===== config.mk =====
export PLATFORM = sky130hd
export DESIGN_NAME = fps_ram
export DESIGN_NICKNAME = d
export VERILOG_FILES = /design/src/sv/fps_ram.sv
export SDC_FILE = /design/constraint.sdc
export NUM_CORES = 1
export LEC_CHECK = 0
export BUFFER_PORTS_ARGS = -buffer_cell sky130_fd_sc_hd__buf_2
export CAP_MARGIN = 20
export CORE_UTILIZATION = 30
export CTS_BUF_LIST = sky130_fd_sc_hd__clkbuf_16
export DETAILED_ROUTE_END_ITERATION = 8
export GPL_ROUTABILITY_DRIVEN = 0
export PLACE_DENSITY = 0.52
export SLEW_MARGIN = 10
export SYNTH_ARGS = -nofsm -noshare
export SYNTH_HDL_FRONTEND = slang
export SYNTH_SLANG_ARGS = --single-unit

===== constraint.sdc =====
create_clock -name clk -period 2.65 [get_ports clk]
set_clock_uncertainty 0.2 [all_clocks]
set_input_delay 0.265 -clock clk [delete_from_list [all_inputs] [get_ports clk]]
set_output_delay 0.265 -clock clk [all_outputs]
set_load 0.03 [all_outputs]

===== src/sv/fps_ram.sv =====
// Generic single-write, single-read RAM with a registered read port.
module fps_ram #(
    parameter int WIDTH = 8,
    parameter int DEPTH = 16
) (
    input  logic                     clk,
    input  logic                     wr_en,
    input  logic [$clog2(DEPTH)-1:0] wr_addr,
    input  logic [WIDTH-1:0]         wr_data,
    input  logic                     rd_en,
    input  logic [$clog2(DEPTH)-1:0] rd_addr,
    output logic [WIDTH-1:0]         rd_data
);

    logic [WIDTH-1:0] mem [DEPTH];
    logic [WIDTH-1:0] rd_data_reg;

    always_ff @(posedge clk)
    begin
        if (wr_en)
        begin
            mem[wr_addr] <= wr_data;
        end
        if (rd_en)
        begin
            rd_data_reg <= mem[rd_addr];
        end
    end

    assign rd_data = rd_data_reg;

endmodule


==> metrics.yaml, run 1 <==
worst_hold_path:
  hold_class: "in2reg"
timing:
  setup_viol: 0
  rsz0062_at_grt: "false"
  fmax_mhz: 584.1
  tightest_slew_ns: 0.7346
  slew_viol_final: 0
  maxSlewHeadroom: 0.5085
  hold_viol: 0
  post-route-period-util: 0.6460
  setup-tns-final_ns: 0
  layout_min_cycle_time_ns: 1.712
placement:
  numPortBuffers: 26
  dp_hpwl_mm: 6.748
  placed_cells: 485
clocking:
  clk_latency_ns: 0.42
  cts_buffer_depth: 2
  clk_pin_slew_ns: 0.06
  cts_max_level: 4
  root_buffer: "clkbuf_16"
  post-cts-setup-buffers: 0
  cts_hold_buf: 0
  cts_tree: "built"
  post_cts_resized: 0
  clock-sinks: 136
  numCtsBuffers: 17
drt:
  wl_per_cell_um: 20.36
  antenna_left: 0
  drtIter0Drc: 259
  post-route-drc-count: 0
  vias: 2487
  vias_per_cell: 4.810
  wirelength_mm: 10.52
  first_pass_iters: 4
logic_synthesis:
  synthTopCellsByArea: "edfxtp_1 (78%), mux4_2 (7.8%), mux4_1 (7.0%)"
  synth_ff_type: "edfxtp_1"
  synth_top_area_frac: 0.7812
  syn_nets: 248
  syn_area_um2: 5228
  synthDistinctLibCells: 18
  synth_warnings: 0
  yosys.area.top_type: "edfxtp_1"
  ys_seq_area_frac: 0.7812
  syn-mean-instance-area_um2: 22.83
  synth_edf_count: 136
  synth-async-reset-ratio: 0
  synth.most_common_cell: "edfxtp_1"
  synth_cells: 229
  ys_seq_elements: 136
  synth_commonest_cells: "edfxtp_1 (136), mux4_2 (18), a22oi_1 (16)"
grt:
  grt_max_degree: 33
  grt-ovfl-total: 0
  grt_antenna_before_repair: 0
  grt_pass1_vias: 2644
  track_usage: 0.1270
  grt_pass1_wl_mm: 15.64
pwr:
  power_frac_seq: 0.512
  pwr_density_cell_nw_per_um2: 763.2
  pwr-share-comb: 0.050
  clockPowerShare: 0.438
  switchingPower_mw: 1.054
  power.internal_mw: 3.711
  leakage_nw: 2.078
  p_sw_frac: 0.2213
  ir_drop_mv: 0.4530
cells_and_area:
  largest_reg_flops: 128
  drive_gt1_frac: 0.3199
  layout.nets: 303
  n_antenna_cell: 0
  finalNonFillerCells: 517
  fin_util: 0.3712
  synthToLayoutAreaGrowth_pct: 19.44
floorplan:
  io_pins: 27
  die_w_um: 134.0
  die_area_um2: 17960
  core_um2: 16820
  initial_utilization: 0.3108
  dieHeight_um: 134.0
  rows: 47
setup_path:
  required_ns: 2.61
  cp-start-kind: "register"
  cp_max_fo: 1
  crit_arrival_ns: 1.67
  reg2reg_slack_ns: 0.94
  slowest_delay_ns: 0.50
  path_class: "reg2reg"
  worstPathCellList: "mux4_1 > a22oi_1 > nand2_1"
  crit_slowest_cell: "mux4_1"
  end_kind: "register"
flow_run:
  maxCapViolCount: 0
outcome:
  outcome: "finished clean"
cells by family after synthesis:
group | Yosys count | share of synthesized area
buffers and inverters | 10 | 0.01651
and+or+nand+nor | 35 | 0.03136
AOI/OAI and AO/OA | 16 | 0.02298
muxes | 32 | 0.1479
DFF | 136 | 0.7812
final cells by class:
cell class | instances | area, um2
fillers | 1583 | 10580
flip-flops and latches | 136 | 4084
well taps | 220 | 275.3
clock inverters | 15 | 108.9
clock buffers | 17 | 425.4
repair buffers | 46 | 292.8
multi-input cells | 83 | 1057
path summary, 6_finish.rpt:
path,cells past startpoint,to,start
setup / recovery,3,rd_data[2],mem[1][2]
setup reg to reg,3,rd_data[2],mem[1][2]
hold / removal,1,mem[4][2],wr_data[2]
hold reg to reg,3,rd_data[6],mem[12][6]
critical path, delay by kind of cell, from the launching register on:
family | cells | cell delay (ns)
AO/OA/AOI/OAI | 1 | 0.30
flip-flops | 1 | 0.36
multiplexers | 1 | 0.50
AND/OR/NAND/NOR | 1 | 0.09
power by group through the flow:
stage	Sequential, mW	Clock [mW]	Combinational, mW
after detailed placement	2.48	0	0.245
after CTS	2.44	2.12	0.246
after global placement	2.48	0	0.243
after floorplan	2.50	0	0.122
after global routing	2.44	2.22	0.260
final	2.44	2.09	0.240
routing by layer:
layer,routed length [um],track usage,up-vias
met2,5111,0.2006,76
li1,-,-,1094
met3,681,0.03477,18
met5,0,0,-
met4,214,0.05997,0
met1,4516,0.1624,1299
metrics by stage:
stage / hold slack (ns) / instance area (um2) / power [mW] / setup WS, ns
finish: 0.03659 / 6243 / 4.765 / 0.9380
global route: 0.03323 / 6243 / 4.923 / 0.9106
CTS: 0.02744 / 6243 / 4.809 / 0.9279
detailed placement: 0.4722 / 5709 / 2.729 / 0.5550
global placement: 0.4574 / 5709 / 2.725 / 0.5536
floorplan: 0.1639 / 5228 / 2.621 / 0.6921
placed cells by master (no fill, tap or decap), drive strengths merged, types with 4 or more instances in the layout:
cell / n
a22oi: 16
clkinvlp: 4
nor3: 4
edfxtp: 136
clkbuf: 17
clkinv: 7
nand2: 9
mux4: 32
inv: 4
buf: 46
nor2: 13
Power figures use the tool's default switching activity.
==> run 2, diff against run 1 <==
PLACE_DENSITY = 0.53   (was 0.52)
clock period = 1.4 ns   (was 2.65 ns; I/O delays follow)
==> metrics.yaml, run 2 (synthesis results as in run 1) <==
outcome:
  outcome: "complete, but fails checks"  # was finished clean
  failed_checks: "setup timing"
timing:
  tightest_slew_ns: 0.8393  # was 0.7346 ns
  setup_viol: 8  # was 0
  slew_viol_final: 0  # unchanged
  maxSlewHeadroom: 0.4393  # was 0.5085
  hold_viol: 0  # unchanged
  setup_slack_ns: -0.1912  # was 0.9380 ns
  fmax_mhz: 628.4  # was 584.1 MHz
  setup-tns-final_ns: -1.359  # was 0 ns
  post-route-period-util: 1.137  # was 0.6460
  layout_min_cycle_time_ns: 1.591  # was 1.712 ns
  rsz0062_at_grt: "true"  # was false
pwr:
  pwr_density_cell_nw_per_um2: 1501  # was 763.2 nW/um2
  power_frac_seq: 0.463  # was 0.512
  switchingPower_mw: 1.861  # was 1.054 mW
  ir_drop_mv: 0.9312  # was 0.4530 mV
  leakage_nw: 2.207  # was 2.078 nW
  pwr-share-comb: 0.055  # was 0.050
  p_sw_frac: 0.1866  # was 0.2213
  clockPowerShare: 0.482  # was 0.438
  power.internal_mw: 8.112  # was 3.711 mW
drt:
  wl_per_cell_um: 20.10  # was 20.36 um
  wirelength_mm: 10.73  # was 10.52 mm
  drtIter0Drc: 223  # was 259
  antenna_left: 0  # unchanged
  vias: 2467  # was 2487
  vias_per_cell: 4.620  # was 4.810
  post-route-drc-count: 0  # unchanged
  first_pass_iters: 4  # unchanged
flow_run:
  maxCapViolCount: 0  # unchanged
grt:
  grt_pass1_wl_mm: 16.64  # was 15.64 mm
  track_usage: 0.1348  # was 0.1270
  grt_max_degree: 17  # was 33
  grt-ovfl-total: 0  # unchanged
  grt_antenna_before_repair: 0  # unchanged
  grt_pass1_vias: 2655  # was 2644
floorplan:
  rows: 47  # unchanged
  initial_utilization: 0.3108  # unchanged
  io_pins: 27  # unchanged
  die_area_um2: 17960  # unchanged
  die_w_um: 134.0  # unchanged
  core_um2: 16820  # unchanged
  dieHeight_um: 134.0  # unchanged
setup_path:
  r2r_end: "rd_data[0]"  # was rd_data[2]
  cp-startpoint: "mem[11][0]"  # was mem[1][2]
  r2r_start: "mem[11][0]"  # was mem[1][2]
  cp-start-kind: "register"  # unchanged
  end_kind: "register"  # unchanged
  required_ns: 1.36  # was 2.61 ns
  endpoint: "rd_data[0]"  # was rd_data[2]
  path_class: "reg2reg"  # unchanged
  cp_max_fo: 1  # unchanged
  reg2reg_slack_ns: -0.19  # was 0.94 ns
  r2r.worst_path.cells: 3  # unchanged
  crit_arrival_ns: 1.55  # was 1.67 ns
clocking:
  cts_max_level: 4  # unchanged
  cts_tree: "built"  # unchanged
  clk_pin_slew_ns: 0.05  # was 0.06 ns
  clk_latency_ns: 0.42  # about the same
  clock-sinks: 136  # unchanged
  cts_buffer_depth: 2  # unchanged
  numCtsBuffers: 17  # unchanged
  root_buffer: "clkbuf_16"  # unchanged
  post-cts-setup-buffers: 0  # unchanged
cells_and_area:
  synthToLayoutAreaGrowth_pct: 27.07  # was 19.44%
  finish.instance_area_um2: 6643  # was 6243 um2
  layout_common_cells: "edfxtp_1 (136), mux4_2 (31), buf_2 (26), buf_4 (21), clkbuf_16 (17)"  # was edfxtp_1 (136), buf_2 (26), buf_4 (19), mux4_2 (18), clkbuf_16 (17)
  final_common_cell: "edfxtp_1"  # unchanged
  n_antenna_cell: 0  # unchanged
  seq_area_um2: 4084  # unchanged
  multiInputGateArea_um2: 1090  # was 1057 um2
  nFillCells: 1546  # was 1583
  layout.nets: 322  # was 303
  drive_gt1_frac: 0.4140  # was 0.3199
  largest_reg_flops: 128  # unchanged
placement:
  numPortBuffers: 26  # unchanged
  dp_hpwl_mm: 7.004  # was 6.748 mm
  dpl_cell_area_um2: 5872  # was 5709 um2
worst_hold_path:
  hold_class: "in2reg"  # unchanged
[run 2: worst min-delay path by stage]
stage | startpoint | endpoint | cells after the start | slack (ns)
6_report | wr_addr[1] | mem[0][5] | 3 | 0.08
5_1_grt | wr_addr[1] | mem[0][6] | 3 | 0.08
4_1_cts | wr_addr[1] | mem[0][6] | 3 | 0.07
3_5_place_dp | wr_data[7] | mem[6][7] | 1 | 0.34
3_3_place_gp | wr_data[6] | mem[14][6] | 1 | 0.33
2_1_floorplan | wr_data[0] | mem[0][0] | 0 | 0.04
[run 2: layer usage]
layer	part of all wire	wire length (um)	track usage
met1	0.46	4894	0.1800
met2	0.48	5168	0.2087
met5	0	0	0
met4	0.016	170	0.05492
met3	0.046	499	0.03590
[run 2: layout make-up]
cell class | instances | share of cell area
clock inverter | 13 | 0.03164
sequential | 136 | 0.6148
multi-input combinational | 83 | 0.1641
tap | 220 | 0.04144
clock buffer | 17 | 0.06404
timing repair buffer | 65 | 0.08401
[run 2: metrics by stage]
stage	hold slack (ns)	std cells	setup WS, ns	utilization	power, mW
finish	0.07719	534	-0.1912	0.3950	9.973
detailed placement	0.3405	495	-0.5740	0.3491	5.224
floorplan	0.03887	229	-0.1404	-	4.988
CTS	0.06650	534	-0.2113	0.3944	10.06
global route	0.08158	534	-0.2675	0.3950	10.28
global placement	0.3342	495	-0.5632	0.3491	5.215
[run 2: worst max-delay path, stage by stage, from the launching register on]
cell      delay (ns)
edfxtp_1        0.34
mux4_2          0.48
a22oi_2         0.23
nand2_1         0.08
[run 2: timing repair]
item                                    CTS  global route
hold buffers                              9             0
pin swaps                                 2             0
endpoints found under the setup margin    8             8
gates resized for setup                   7             2
endpoints found under the hold margin   136             0
[run 2: power by group through the flow]
stage | combinational (mW) | sequential, mW | clock, mW
global route | 0.599 | 4.62 | 5.05
CTS | 0.561 | 4.62 | 4.88
floorplan | 0.257 | 4.73 | 0
detailed placement | 0.525 | 4.70 | 0
global placement | 0.517 | 4.70 | 0
finish | 0.552 | 4.62 | 4.81
==> run 3, diff against run 2 <==
PLACE_DENSITY = 0.52   (was 0.53)
clock period = 2 ns   (was 1.4 ns; I/O delays follow)
==> metrics.yaml, run 3 (synthesis results as in run 1) <==
cells_and_area:
  drive_gt1_frac: 0.3077  # was 0.4140
  layout_common_cells: "edfxtp_1 (136), buf_2 (26), buf_4 (25), mux4_2 (18), clkbuf_16 (17)"  # was edfxtp_1 (136), mux4_2 (31), buf_2 (26), buf_4 (21), clkbuf_16 (17)
  synthToLayoutAreaGrowth_pct: 22.69  # was 27.07%
  layout.nets: 318  # was 322
  largest_reg_flops: 128  # unchanged
  finish.instance_area_um2: 6414  # was 6643 um2
  final_common_cell: "edfxtp_1"  # unchanged
  n_antenna_cell: 0  # unchanged
clocking:
  clock-sinks: 136  # unchanged
  cts_buffer_depth: 2  # unchanged
  clk_latency_ns: 0.41  # was 0.42 ns
  post-cts-setup-buffers: 0  # unchanged
  cts_max_level: 4  # unchanged
  clk_pin_slew_ns: 0.05  # about the same
  cts_tree: "built"  # unchanged
  post_cts_resized: 0  # was 7
  numCtsBuffers: 17  # unchanged
  root_buffer: "clkbuf_16"  # unchanged
timing:
  tightest_slew_ns: 0.4041  # was 0.8393 ns
  maxSlewHeadroom: 0.7306  # was 0.4393
  fmax_mhz: 584.8  # was 628.4 MHz
  hold_viol: 0  # unchanged
  setup_slack_ns: 0.2901  # was -0.1912 ns
  slew_viol_final: 0  # unchanged
  rsz0062_at_grt: "false"  # was true
  post-route-period-util: 0.8549  # was 1.137
  setup_viol: 0  # was 8
  layout_min_cycle_time_ns: 1.710  # was 1.591 ns
setup_path:
  cp.depth: 3  # unchanged
  crit_family: "multiplexers"  # unchanged
  slowest_delay_ns: 0.46  # was 0.48 ns
  cp_max_fo: 1  # unchanged
  end_kind: "register"  # unchanged
  cp-start-kind: "register"  # unchanged
  path_class: "reg2reg"  # unchanged
  required_ns: 1.92  # was 1.36 ns
  crit_arrival_ns: 1.63  # was 1.55 ns
  worstPathCellList: "mux4_2 > a22oi_1 > nand2_1"  # was mux4_2 > a22oi_2 > nand2_1
  r2r.worst_path.cells: 3  # unchanged
  worstPathBufferInverterCount: 0  # unchanged
  crit_slowest_cell: "mux4_2"  # unchanged
grt:
  grt-ovfl-total: 0  # unchanged
  grt_antenna_before_repair: 0  # unchanged
  grt_max_degree: 17  # unchanged
  grt_pass1_wl_mm: 16.01  # was 16.64 mm
  grt_pass1_vias: 2658  # was 2655
  track_usage: 0.1269  # was 0.1348
pwr:
  leakage_nw: 2.176  # was 2.207 nW
  clockPowerShare: 0.454  # was 0.482
  ir_drop_mv: 0.6521  # was 0.9312 mV
  pwr_density_cell_nw_per_um2: 1019  # was 1501 nW/um2
  p_sw_frac: 0.1933  # was 0.1866
  fin_total_pwr_mw: 6.534  # was 9.973 mW
  pwr-share-comb: 0.051  # was 0.055
  switchingPower_mw: 1.263  # was 1.861 mW
  power_frac_seq: 0.495  # was 0.463
  power.internal_mw: 5.271  # was 8.112 mW
floorplan:
  dieHeight_um: 134.0  # unchanged
  io_pins: 27  # unchanged
  initial_utilization: 0.3108  # unchanged
  rows: 47  # unchanged
  die_area_um2: 17960  # unchanged
  die_w_um: 134.0  # unchanged
  core_um2: 16820  # unchanged
drt:
  antenna_left: 0  # unchanged
  post-route-drc-count: 0  # unchanged
  drtIter0Drc: 216  # was 223
  wl_per_cell_um: 19.05  # was 20.10 um
  first_pass_iters: 4  # unchanged
  vias: 2411  # was 2467
  vias_per_cell: 4.532  # was 4.620
  wirelength_mm: 10.14  # was 10.73 mm
flow_run:
  maxCapViolCount: 0  # unchanged
placement:
  numPortBuffers: 26  # unchanged
  dp_hpwl_mm: 6.975  # was 7.004 mm
  dpl_cell_area_um2: 5754  # was 5872 um2
  post-place-ws_ns: -0.008867  # was -0.5740 ns
worst_hold_path:
  hold_depth: 3  # unchanged
  hold_class: "in2reg"  # unchanged
outcome:
  outcome: "finished clean"  # was complete, but fails checks
[run 3: cell count changes in the layout (fill, tap and decap cells not counted), moves of 2 or more]
cell and change:
bufinv_16 -3, a22oi_2 -9, mux4_1 +13, nor3_1 +4, buf_4 +4, nor2_1 +3, nor3_2 -3, a22oi_1 +9
mux4_2 -13, buf_12 -8, inv_1 +2, nor2_2 -3
[run 3: power by group through the flow]
stage	logic, mW	registers [mW]	clock network, mW
3_5_place_dp	0.331	3.29	0
6_report	0.334	3.23	2.97
2_1_floorplan	0.162	3.31	0
5_1_grt	0.368	3.24	3.15
4_1_cts	0.346	3.23	3.04
3_3_place_gp	0.326	3.29	0
[run 3: worst paths after layout]
kind,startpoint,end,slack (ns)
worst min-delay path,wr_addr[0],mem[8][4],0.15
worst min register to register,mem[0][3],rd_data[3],0.56
worst max-delay path,mem[10][6],rd_data[6],0.29
worst max register to register,mem[10][6],rd_data[6],0.29
[run 3: layer usage]
| layer | part of all wire | wire length [um] | GRT usage | vias up |
|---|---|---|---|---|
| li1 | - | - | - | 1118 |
| met4 | 0.013 | 129 | 0.06061 | 0 |
| met2 | 0.47 | 4735 | 0.1929 | 54 |
| met3 | 0.051 | 513 | 0.04195 | 11 |
| met1 | 0.47 | 4759 | 0.1637 | 1228 |
| met5 | 0 | 0 | 0 | - |
[run 3: cell type report]
type                       count  area, um2
tap                          220      275.3
timing repair buffer          61      427.9
sequential                   136       4084
clock buffer                  17      425.4
multi-input combinational     83       1057
clock inverter                15      143.9
fill                        1583      10410
[run 3: per-stage QoR]
step	hold slack (ns)	instances	util	setup TNS, ns
after floorplan	0.09887	229	-	0
after global routing	0.1488	532	0.3813	0
after global placement	0.3893	491	0.3421	0
after CTS	0.1242	532	0.3813	0
final	0.1463	532	0.3813	0
after detailed placement	0.3933	491	0.3421	-0.008867
[run 3: what timing repair did]
action,CTS,global route
hold buffers,9,0
endpoints found under the hold margin,136,0
setup endpoints to repair,0,0
[run 3: worst reg2reg max path, stage by stage (launching register included)]
cell      delay, ns
edfxtp_1       0.36
mux4_2         0.46
a22oi_1        0.25
nand2_1        0.17
